--- src/hw/rtl/gha_pkg.sv ---
// Package for the generational handle allocator: sizes, codes, controller
// states and the command and status bundles between controller and datapath.
// No dependencies.
package gha_pkg;

  localparam int CAPACITY = 1024;
  localparam int IDX_W    = $clog2(CAPACITY);
  localparam int CNT_W    = $clog2(CAPACITY + 1);
  localparam int GEN_W    = 32;
  localparam int SLOT_W   = GEN_W + 1;

  localparam int FUNC_W     = 2;
  localparam int IN_IDX_W   = 16;
  localparam int STATUS_W   = 2;
  localparam int OUT_IDX_W  = 10;
  localparam int LIVE_W     = 11;
  localparam int APB_ADDR_W = 3;
  localparam int APB_DATA_W = 32;

  localparam logic [APB_ADDR_W-3:0] REG_INIT_GEN = '0;

  typedef enum logic [FUNC_W-1:0] {
    FUNC_CREATE  = 2'd0,
    FUNC_DESTROY = 2'd1,
    FUNC_CHECK   = 2'd2,
    FUNC_CLEAR   = 2'd3
  } func_e;

  typedef enum logic [STATUS_W-1:0] {
    ST_OK      = 2'd0,
    ST_INVALID = 2'd1,
    ST_STALE   = 2'd2,
    ST_LIMIT   = 2'd3
  } status_e;

  typedef enum logic [1:0] {
    S_IDLE    = 2'd0,
    S_POP     = 2'd1,
    S_SLOT_RD = 2'd2,
    S_EXEC    = 2'd3
  } state_e;

  typedef struct packed {
    logic capture;
    logic stack_rd;
    logic slot_rd;
    logic execute;
  } cmd_t;

  typedef struct packed {
    logic stack_empty;
  } sts_t;

endpackage

--- src/hw/rtl/gha_ctrl.sv ---
// Controller state machine that sequences stack reads, slot reads and the
// final update of each operation. Depends on gha_pkg.
module gha_ctrl
  import gha_pkg::*;
(
  input  logic              clk_i,
  input  logic              rst_ni,
  input  logic              start_i,
  input  logic [FUNC_W-1:0] func_i,
  input  sts_t              sts_i,
  output cmd_t              cmd_o,
  output logic              busy_o
);

  state_e state_q, state_d;

  always_comb begin
    state_d = state_q;
    case (state_q)
      S_IDLE: begin
        if (start_i) begin
          if (func_i == FUNC_CREATE && !sts_i.stack_empty) begin
            state_d = S_POP;
          end else if (func_i == FUNC_CREATE || func_i == FUNC_CLEAR) begin
            state_d = S_EXEC;
          end else begin
            state_d = S_SLOT_RD;
          end
        end
      end
      S_POP:     state_d = S_SLOT_RD;
      S_SLOT_RD: state_d = S_EXEC;
      S_EXEC:    state_d = S_IDLE;
      default:   state_d = S_IDLE;
    endcase
  end

  always_comb begin
    cmd_o          = '0;
    busy_o         = 1'b1;
    case (state_q)
      S_IDLE: begin
        busy_o        = 1'b0;
        cmd_o.capture = start_i;
      end
      S_POP:     cmd_o.stack_rd = 1'b1;
      S_SLOT_RD: cmd_o.slot_rd  = 1'b1;
      S_EXEC:    cmd_o.execute  = 1'b1;
      default:   busy_o         = 1'b1;
    endcase
  end

  always_ff @(posedge clk_i or negedge rst_ni) begin
    if (!rst_ni) begin
      state_q <= S_IDLE;
    end else begin
      state_q <= state_d;
    end
  end

endmodule

--- config.mk ---
export PLATFORM = sky130hd
export DESIGN_NAME = gha_ctrl
export DESIGN_NICKNAME = d
export VERILOG_FILES = /design/src/hw/rtl/gha_pkg.sv /design/src/hw/rtl/gha_ctrl.sv
export SDC_FILE = /design/constraint.sdc
export NUM_CORES = 1
export LEC_CHECK = 0
export ABC_CLOCK_PERIOD_IN_PS = 1300
export BUFFER_PORTS_ARGS = -buffer_cell sky130_fd_sc_hd__buf_2
export CORE_AREA = 2 2 39 41
export CTS_CLUSTER_SIZE = 24
export DETAILED_ROUTE_END_ITERATION = 10
export DIE_AREA = 0 0 41 43
export SLEW_MARGIN = 20
export SYNTH_ARGS = -nofsm -noshare
export SYNTH_HDL_FRONTEND = slang
export SYNTH_SLANG_ARGS = --single-unit
export TNS_END_PERCENT = 1
--- constraint.sdc ---
create_clock -name clk_i -period 1.3 [get_ports clk_i]
set_input_delay 0.195 -clock clk_i [delete_from_list [all_inputs] [get_ports clk_i]]
set_output_delay 0.195 -clock clk_i [all_outputs]
set_load 0.01 [all_outputs]
==> flow_summary.ini <==
[yosys]
syn_nets = 31
synthAdderAreaFrac = 0.3311
ys_warn_count = 0
synth_mux_area_frac = 0
syn_inst = 20
synth_compound_gate_area_share = 0.1391
synth_top_family_by_area = adder cells
ys_ff_latch = 2
synth_sequential_area_ratio = 0.2649
synthXorXnorAreaFrac = 0
netlist_area_um2 = 188.9
synthSimpleGateAreaFrac = 0.1656
ys_types = 10
syn-mean-instance-area_um2 = 9.447

[power_and_ir_drop]
sequentialPowerShare = 0.161
p_int_mw = 0.4499
vdd_drop_max_mv = 0.5075
power.leakage_nw = 0.1806
power.switching_mw = 0.2829
pwr_density_cell_nw_per_um2 = 2227
p_total_mw = 0.7329
sw_frac_of_total = 0.3861
combinationalPowerShare = 0.653
pwr-share-clk = 0.186

[die]
ios = 11
die_area_um2 = 1763
chipWidth_um = 41
coreArea_um2 = 1384
die_h_um = 43
start_util = 0.1365
fp-row-count = 14

[global_route]
grt_use_total = 0.06834
grt_antenna_before_repair = 0
grt_pass1_vias = 189
gr-total-overflow = 0
grt_max_degree = 6
grt_pass1_wl_um = 703

[place]
io_buffers = 10
gp_congestion = 0.6939

[critical_path]
slowest_stage = dfrtp_1
critPathMaxFanout = 5
cp-end-kind = output pin
startpoint_type = flip-flop
worstPathRequired_ns = 1.11
path_cells = inv_2 > ha_4 > and2_1 > buf_2
crit_type = reg -> out
cp_slowest_stage_delay_ns = 0.38
critPathArrivalTime_ns = 1.06

[detailed_routing]
vias_per_cell = 3.642
dr.pass1.iters = 3
dr.first_iter.drc_count = 2
routed.top_layer = met3
wl_met1_um = 180
met3_length_um = 22
route.final.wire_length_um = 428
dr_wl_met2_um = 225
post_drt_wl_per_cell_um = 8.075
route.detailed.drc = 0
drtAntennaViolNets = 0
vias = 193

[final_layout]
largest_reg_flops = 2
area_growth_pct = 74.17
seqCellArea_um2 = 50.05
top_regs = state_q (2)
drive_gt1_frac = 0.5676
final_common_cell = buf_2
n_antenna_cell = 0
multi_input_area_um2 = 135.1
layout.nets = 50
largest-register = state_q
mostFrequentLayoutCells = buf_2, inv_1, ha_1, clkbuf_4, buf_4
n_fill_cell = 164

[timing]
worst_slew_pin_slew_ns = 0.1982
finalSetupViolations = 0
fin_crit_ns = 1.260
clock_skew_ns = 0.007744
maxSlewViolCount = 0
max_freq_ghz = 0.7937
setup_tns_ns = 0
relSlewSlack = 0.8665
hold_violations = 0
min_period_over_period = 0.9692
rsz0062_at_grt = yes

[clock_network]
clk_path_buf_depth = 2
cts_buffers = 3
cts_tree = done
clk_latency_ns = 0.22
htreeDepth = 1
path_clk_slew_ns = 0.03
clock-root-buffer = clkbuf_4
cts.sinks = 2

[min_path]
hold_path.class = in -> async

[run_status]
status = finished, final reports clean

[job]
cap_violations = 0
-- power groups by stage --
stage	clock network (mW)	logic, mW	registers [mW]
final	0.136	0.478	0.118
after global routing	0.155	0.534	0.124
after CTS	0.150	0.460	0.119
after detailed placement	0	0.369	0.123
after global placement	0	0.365	0.122
after floorplan	0	0.241	0.124
-- area by class of cell --
class	instances	area share
multi-input combinational	13	0.4106
timing repair buffer	14	0.2510
sequential	2	0.1521
clock buffer	3	0.06844
tap	16	0.06084
inverter	5	0.05703
-- synth_stat cells --
cell type | instances | area [um^2]
nor2_1 | 1 | 3.750
o21ai_0 | 1 | 5.000
and2_1 | 1 | 6.260
nand2b_1 | 2 | 12.51
dfrtp_1 | 2 | 50.05
inv_1 | 5 | 18.77
a31oi_1 | 1 | 6.260
o2bb2ai_2 | 1 | 15.01
ha_1 | 5 | 62.56
and3b_1 | 1 | 8.760
-- path summary, 6_finish.rpt --
check	startpoint	endpoint	slack [ns]	cells after the start
max	state_q[1]	cmd_o[3]	0.04	4
min	rst_ni	state_q[1]	0.29	2
max reg2reg	state_q[1]	state_q[0]	0.32	5
min reg2reg	state_q[0]	state_q[1]	0.69	3
max in group asynchronous	rst_ni	state_q[0]	0.91	2
min in group clk_i	start_i	state_q[0]	0.30	3
-- metrics by stage --
step	instances	hold slack, ns	setup WS, ns	utilization	area [um^2]
floorplan	20	-0.1006	0.2687	-	188.9
global placement	47	-0.02009	0.1631	0.1926	266.5
detailed placement	47	-0.01995	0.1501	0.1926	266.5
CTS	52	0.2868	0.009827	0.2306	319.1
global route	53	0.2861	-0.01260	0.2378	329.1
finish	53	0.2901	0.04010	0.2378	329.1
-- cells by family after synthesis --
kind of cell             Yosys count
buffers and inverters              5
adder cells (fa/ha/maj)            5
AND/OR/NAND/NOR                    5
AO/OA/AOI/OAI                      3
flip-flops                         2
-- critical path, delay by kind of cell, from the launching register on --
family	cells	cell delay, ns
flops	1	0.38
fa+ha+maj	1	0.15
buf+inv	2	0.20
simple gates	1	0.11
-- layer usage --
metal	up-vias	GRT usage
li1	98	-
met5	-	0
met1	89	0.06452
met2	6	0.08438
met3	0	0.03141
met4	0	0.1000
-- what timing repair did --
item	CTS	global route
hold endpoints to repair	2	0
buffers inserted	1	1
pin swaps	0	1
resized for setup	4	1
setup endpoints to repair	2	3
hold buffers	1	0
No activity file was read; power rests on OpenSTA's default activity.
