$ cat src/hw/rtl/gha_pkg.sv
// Package for the generational handle allocator: sizes, codes, controller
// states and the command and status bundles between controller and datapath.
// No dependencies.
package gha_pkg;

  localparam int CAPACITY = 1024;
  localparam int IDX_W    = $clog2(CAPACITY);
  localparam int CNT_W    = $clog2(CAPACITY + 1);
  localparam int GEN_W    = 32;
  localparam int SLOT_W   = GEN_W + 1;

  localparam int FUNC_W     = 2;
  localparam int IN_IDX_W   = 16;
  localparam int STATUS_W   = 2;
  localparam int OUT_IDX_W  = 10;
  localparam int LIVE_W     = 11;
  localparam int APB_ADDR_W = 3;
  localparam int APB_DATA_W = 32;

  localparam logic [APB_ADDR_W-3:0] REG_INIT_GEN = '0;

  typedef enum logic [FUNC_W-1:0] {
    FUNC_CREATE  = 2'd0,
    FUNC_DESTROY = 2'd1,
    FUNC_CHECK   = 2'd2,
    FUNC_CLEAR   = 2'd3
  } func_e;

  typedef enum logic [STATUS_W-1:0] {
    ST_OK      = 2'd0,
    ST_INVALID = 2'd1,
    ST_STALE   = 2'd2,
    ST_LIMIT   = 2'd3
  } status_e;

  typedef enum logic [1:0] {
    S_IDLE    = 2'd0,
    S_POP     = 2'd1,
    S_SLOT_RD = 2'd2,
    S_EXEC    = 2'd3
  } state_e;

  typedef struct packed {
    logic capture;
    logic stack_rd;
    logic slot_rd;
    logic execute;
  } cmd_t;

  typedef struct packed {
    logic stack_empty;
  } sts_t;

endpackage

$ cat src/hw/rtl/gha_regs.sv
// APB configuration register block holding the initial generation.
// Depends on gha_pkg.
module gha_regs
  import gha_pkg::*;
(
  input  logic                  clk_i,
  input  logic                  rst_ni,
  input  logic                  psel,
  input  logic                  penable,
  input  logic                  pwrite,
  input  logic [APB_ADDR_W-1:0] paddr,
  input  logic [APB_DATA_W-1:0] pwdata,
  output logic [APB_DATA_W-1:0] prdata,
  output logic                  pready,
  output logic [GEN_W-1:0]      init_gen_o
);

  logic [GEN_W-1:0] init_gen_q, init_gen_d;
  logic             hit;

  assign hit = (paddr[APB_ADDR_W-1:2] == REG_INIT_GEN);

  always_comb begin
    init_gen_d = init_gen_q;
    if (psel && penable && pwrite && hit) begin
      init_gen_d = pwdata[GEN_W-1:0];
    end
  end

  always_ff @(posedge clk_i or negedge rst_ni) begin
    if (!rst_ni) begin
      init_gen_q <= GEN_W'(1);
    end else begin
      init_gen_q <= init_gen_d;
    end
  end

  assign prdata     = hit ? APB_DATA_W'(init_gen_q) : '0;
  assign pready     = 1'b1;
  assign init_gen_o = init_gen_q;

endmodule

$ cat config.mk
export PLATFORM = sky130hd
export DESIGN_NAME = gha_regs
export DESIGN_NICKNAME = d
export VERILOG_FILES = /design/src/hw/rtl/gha_pkg.sv /design/src/hw/rtl/gha_regs.sv
export SDC_FILE = /design/constraint.sdc
export NUM_CORES = 1
export LEC_CHECK = 0
export ABC_AREA = 1
export ABC_CLOCK_PERIOD_IN_PS = 800
export BUFFER_PORTS_ARGS = -buffer_cell sky130_fd_sc_hd__buf_4
export CAP_MARGIN = 20
export CORE_MARGIN = 1.5
export CORE_UTILIZATION = 42
export DETAILED_ROUTE_END_ITERATION = 16
export PLACE_DENSITY = 0.8
export SETUP_SLACK_MARGIN = 0.02
export SLEW_MARGIN = 20
export SYNTH_ARGS = -nofsm -noshare
export SYNTH_HDL_FRONTEND = slang
export SYNTH_SLANG_ARGS = --single-unit
$ cat constraint.sdc
create_clock -name clk_i -period 0.8 [get_ports clk_i]
set_input_delay 0.04 -clock clk_i [delete_from_list [all_inputs] [get_ports clk_i]]
set_output_delay 0.04 -clock clk_i [all_outputs]
set_load 0.02 [all_outputs]
==> flow_summary.json <==
{
  "min_path_type": "in2reg",
  "cp.arrival_ns": 1.06,
  "firstDrtPassIters": 4,
  "crit_slowest_cell": "dfstp_2",
  "path_clk_slew_ns": 0.07,
  "p_seq_share_pct": 31.9,
  "fp-row-count": 22,
  "ys_ff_latch": 32,
  "max_cap_viol_count": 0,
  "cts_max_path_buffers": 2,
  "numCtsBuffers": 5,
  "overflow": 0,
  "drive_above_1_share_pct": 57.49,
  "cp-end-kind": "primary output",
  "cts_sinks": 32,
  "finalNonFillerCells": 422,
  "slew_violations": 0,
  "post_synth_inst_count": 212,
  "fp.coreArea_um2": 3633,
  "insertion_delay_ns": 0.28,
  "worstPathRequired_ns": 0.76,
  "synth_cell_types": 13,
  "holdPathStages": 3,
  "place_inst": 361,
  "wire_per_inst_um": 18.27,
  "p_leak_nw": 1.837,
  "die_height_um": 64.49,
  "status": "finished, violations left",
  "swShare_pct": 37.40,
  "htreeDepth": 2,
  "num_io_pins": 105,
  "yosysSeqAreaShare_pct": 50.51,
  "path_class": "reg2out",
  "max_freq_mhz": 905.9,
  "violations": "setup timing",
  "setup-violations-final": 72,
  "layout_common_cells": "87 x buf_6, 58 x buf_4, 57 x nand2_1",
  "grt_pass1_wl_um": 8507,
  "yosys_warnings": 0,
  "yosys-top-cells-area": "dfrtp_1 49%, nand2_1 15%, nand3_1 10%, inv_1 7.8%, nor2_1 7.6%",
  "start_util_pct": 43.70,
  "yosysTopAreaCell": "dfrtp_1",
  "slowest_delay_ns": 0.54,
  "n_fill_cell": 118,
  "diodes": 0,
  "syn2layout_area_growth_pct": 115.4,
  "p_per_area_nw_per_um2": 2099,
  "ant_nets": 0,
  "path_cells": "inv_2 > nor2_4 > buf_6",
  "holdWs_ns": 0.001838,
  "root_buffer": "clkbuf_8",
  "antenna_found_initial": 0,
  "path_max_fanout": 2,
  "grt_pass1_vias": 1862,
  "hold_viol": 0,
  "die_x_um": 64.49,
  "die_area_um2": 4158,
  "grt_max_degree": 33,
  "worst_setup_path_start_kind": "flip-flop",
  "gp_congestion": 0.7746,
  "synth_top_area_share_pct": 48.86,
  "final_core_util_pct": 94.11,
  "r2r_cells": 4,
  "power_w": 0.007176,
  "final.period_utilization_pct": 138.0,
  "nNetsFinal": 413,
  "numPortBuffers": 101,
  "intPower_w": 0.004493,
  "layout_setup_ws_ns": -0.3038,
  "syn-num-nets": 252,
  "avgSynthCellArea_um2": 7.489,
  "rsz0062_at_grt": "true",
  "final.min_clock_period_ns": 1.104,
  "route.detailed.drc": 0,
  "cts_tree": "built",
  "largest_register_ffs": 32,
  "p_sw_w": 0.002684,
  "dp_hpwl_um": 3230,
  "drt_iter0_drc": 189,
  "syn_area_um2": 1588,
  "combPwrFrac_pct": 50.3,
  "clkPwrFrac_pct": 17.8,
  "grt_usage_pct": 27.02,
  "vias_per_cell": 5.168,
  "peakVddDrop_v": 0.001666,
  "wl_um": 7711,
  "via_count": 2181,
  "fin_skew_ns": 0,
  "layout_commonest_cell": "buf_6"
}
==> synthesized netlist by cell type <==
master	instances
nand2_4	1
dfrtp_1	31
buf_4	4
dfstp_2	1
buf_2	7
inv_1	33
nand2_1	65
conb_1	1
buf_6	3
nand3_1	32
nor2_8	1
nor2_1	32
inv_2	1
==> metrics by stage <==
| step | area [um2] | TNS, ns | worst slack (ns) |
|---|---|---|---|
| after CTS | 3105 | -8.548 | -0.3000 |
| after detailed placement | 2522 | -0.03429 | -0.01802 |
| after global routing | 3420 | -14.39 | -0.3289 |
| after floorplan | 1673 | -0.03519 | -0.03519 |
| after global placement | 2522 | -0.01146 | -0.01146 |
| final | 3420 | -12.48 | -0.3038 |
==> routing by layer <==
metal / global-route usage (%) / part of all wire [%]
met3: 5.208 / 5.7
met4: 9.840 / 4.2
met5: 0 / 0
met2: 51.30 / 56
met1: 29.64 / 34
==> power by group through the flow <==
stage / clock (W) / combinational [W] / sequential [W]
global route: 0.00136 / 0.00379 / 0.00231
global placement: 0 / 0.00224 / 0.00220
detailed placement: 0 / 0.00229 / 0.00220
floorplan: 0 / 0.000855 / 0.00255
finish: 0.00128 / 0.00361 / 0.00229
CTS: 0.00128 / 0.00281 / 0.00223
==> worst max-delay path: cells and delay by family, from the launching register on <==
family | cells | cell delay [ns]
flip-flops | 1 | 0.54
buffers and inverters | 2 | 0.17
AND/OR/NAND/NOR | 1 | 0.08
==> timing repair <==
item                                   in CTS  in global routing
setup buffers                               8                 25
pin swaps                                  10                 16
resized for setup                          63                 52
setup endpoints to repair                  64                 69
endpoints found under the hold margin      50                  1
hold buffers                               20                  1
==> final cells by class <==
type | count | area [um2] | area share, %
sequential | 32 | 802.0 | 23.45
multi-input combinational | 132 | 674.4 | 19.72
inverter | 34 | 127.6 | 3.732
clock buffer | 8 | 90.09 | 2.634
tap | 48 | 60.06 | 1.756
timing repair buffer | 168 | 1665 | 48.70
==> kinds of logic after synthesis <==
| logic type | share of synthesized area, % |
|---|---|
| simple gates | 34.99 |
| other cells | 0.2362 |
| flops | 50.51 |
| buf+inv | 14.26 |
==> path summary, 6_finish.rpt <==
check	endpoint	slack (ns)	startpoint
setup / recovery	prdata[0]	-0.30	init_gen_o[0]
hold / removal	init_gen_o[20]	0.002	pwdata[20]
setup reg to reg	init_gen_o[6]	-0.08	init_gen_o[6]
hold reg to reg	init_gen_o[18]	0.52	init_gen_o[18]
max in group asynchronous	init_gen_o[0]	0.21	rst_ni
min in group asynchronous	init_gen_o[26]	0.26	rst_ni
Note: power is estimated with default switching activity, not from simulation.
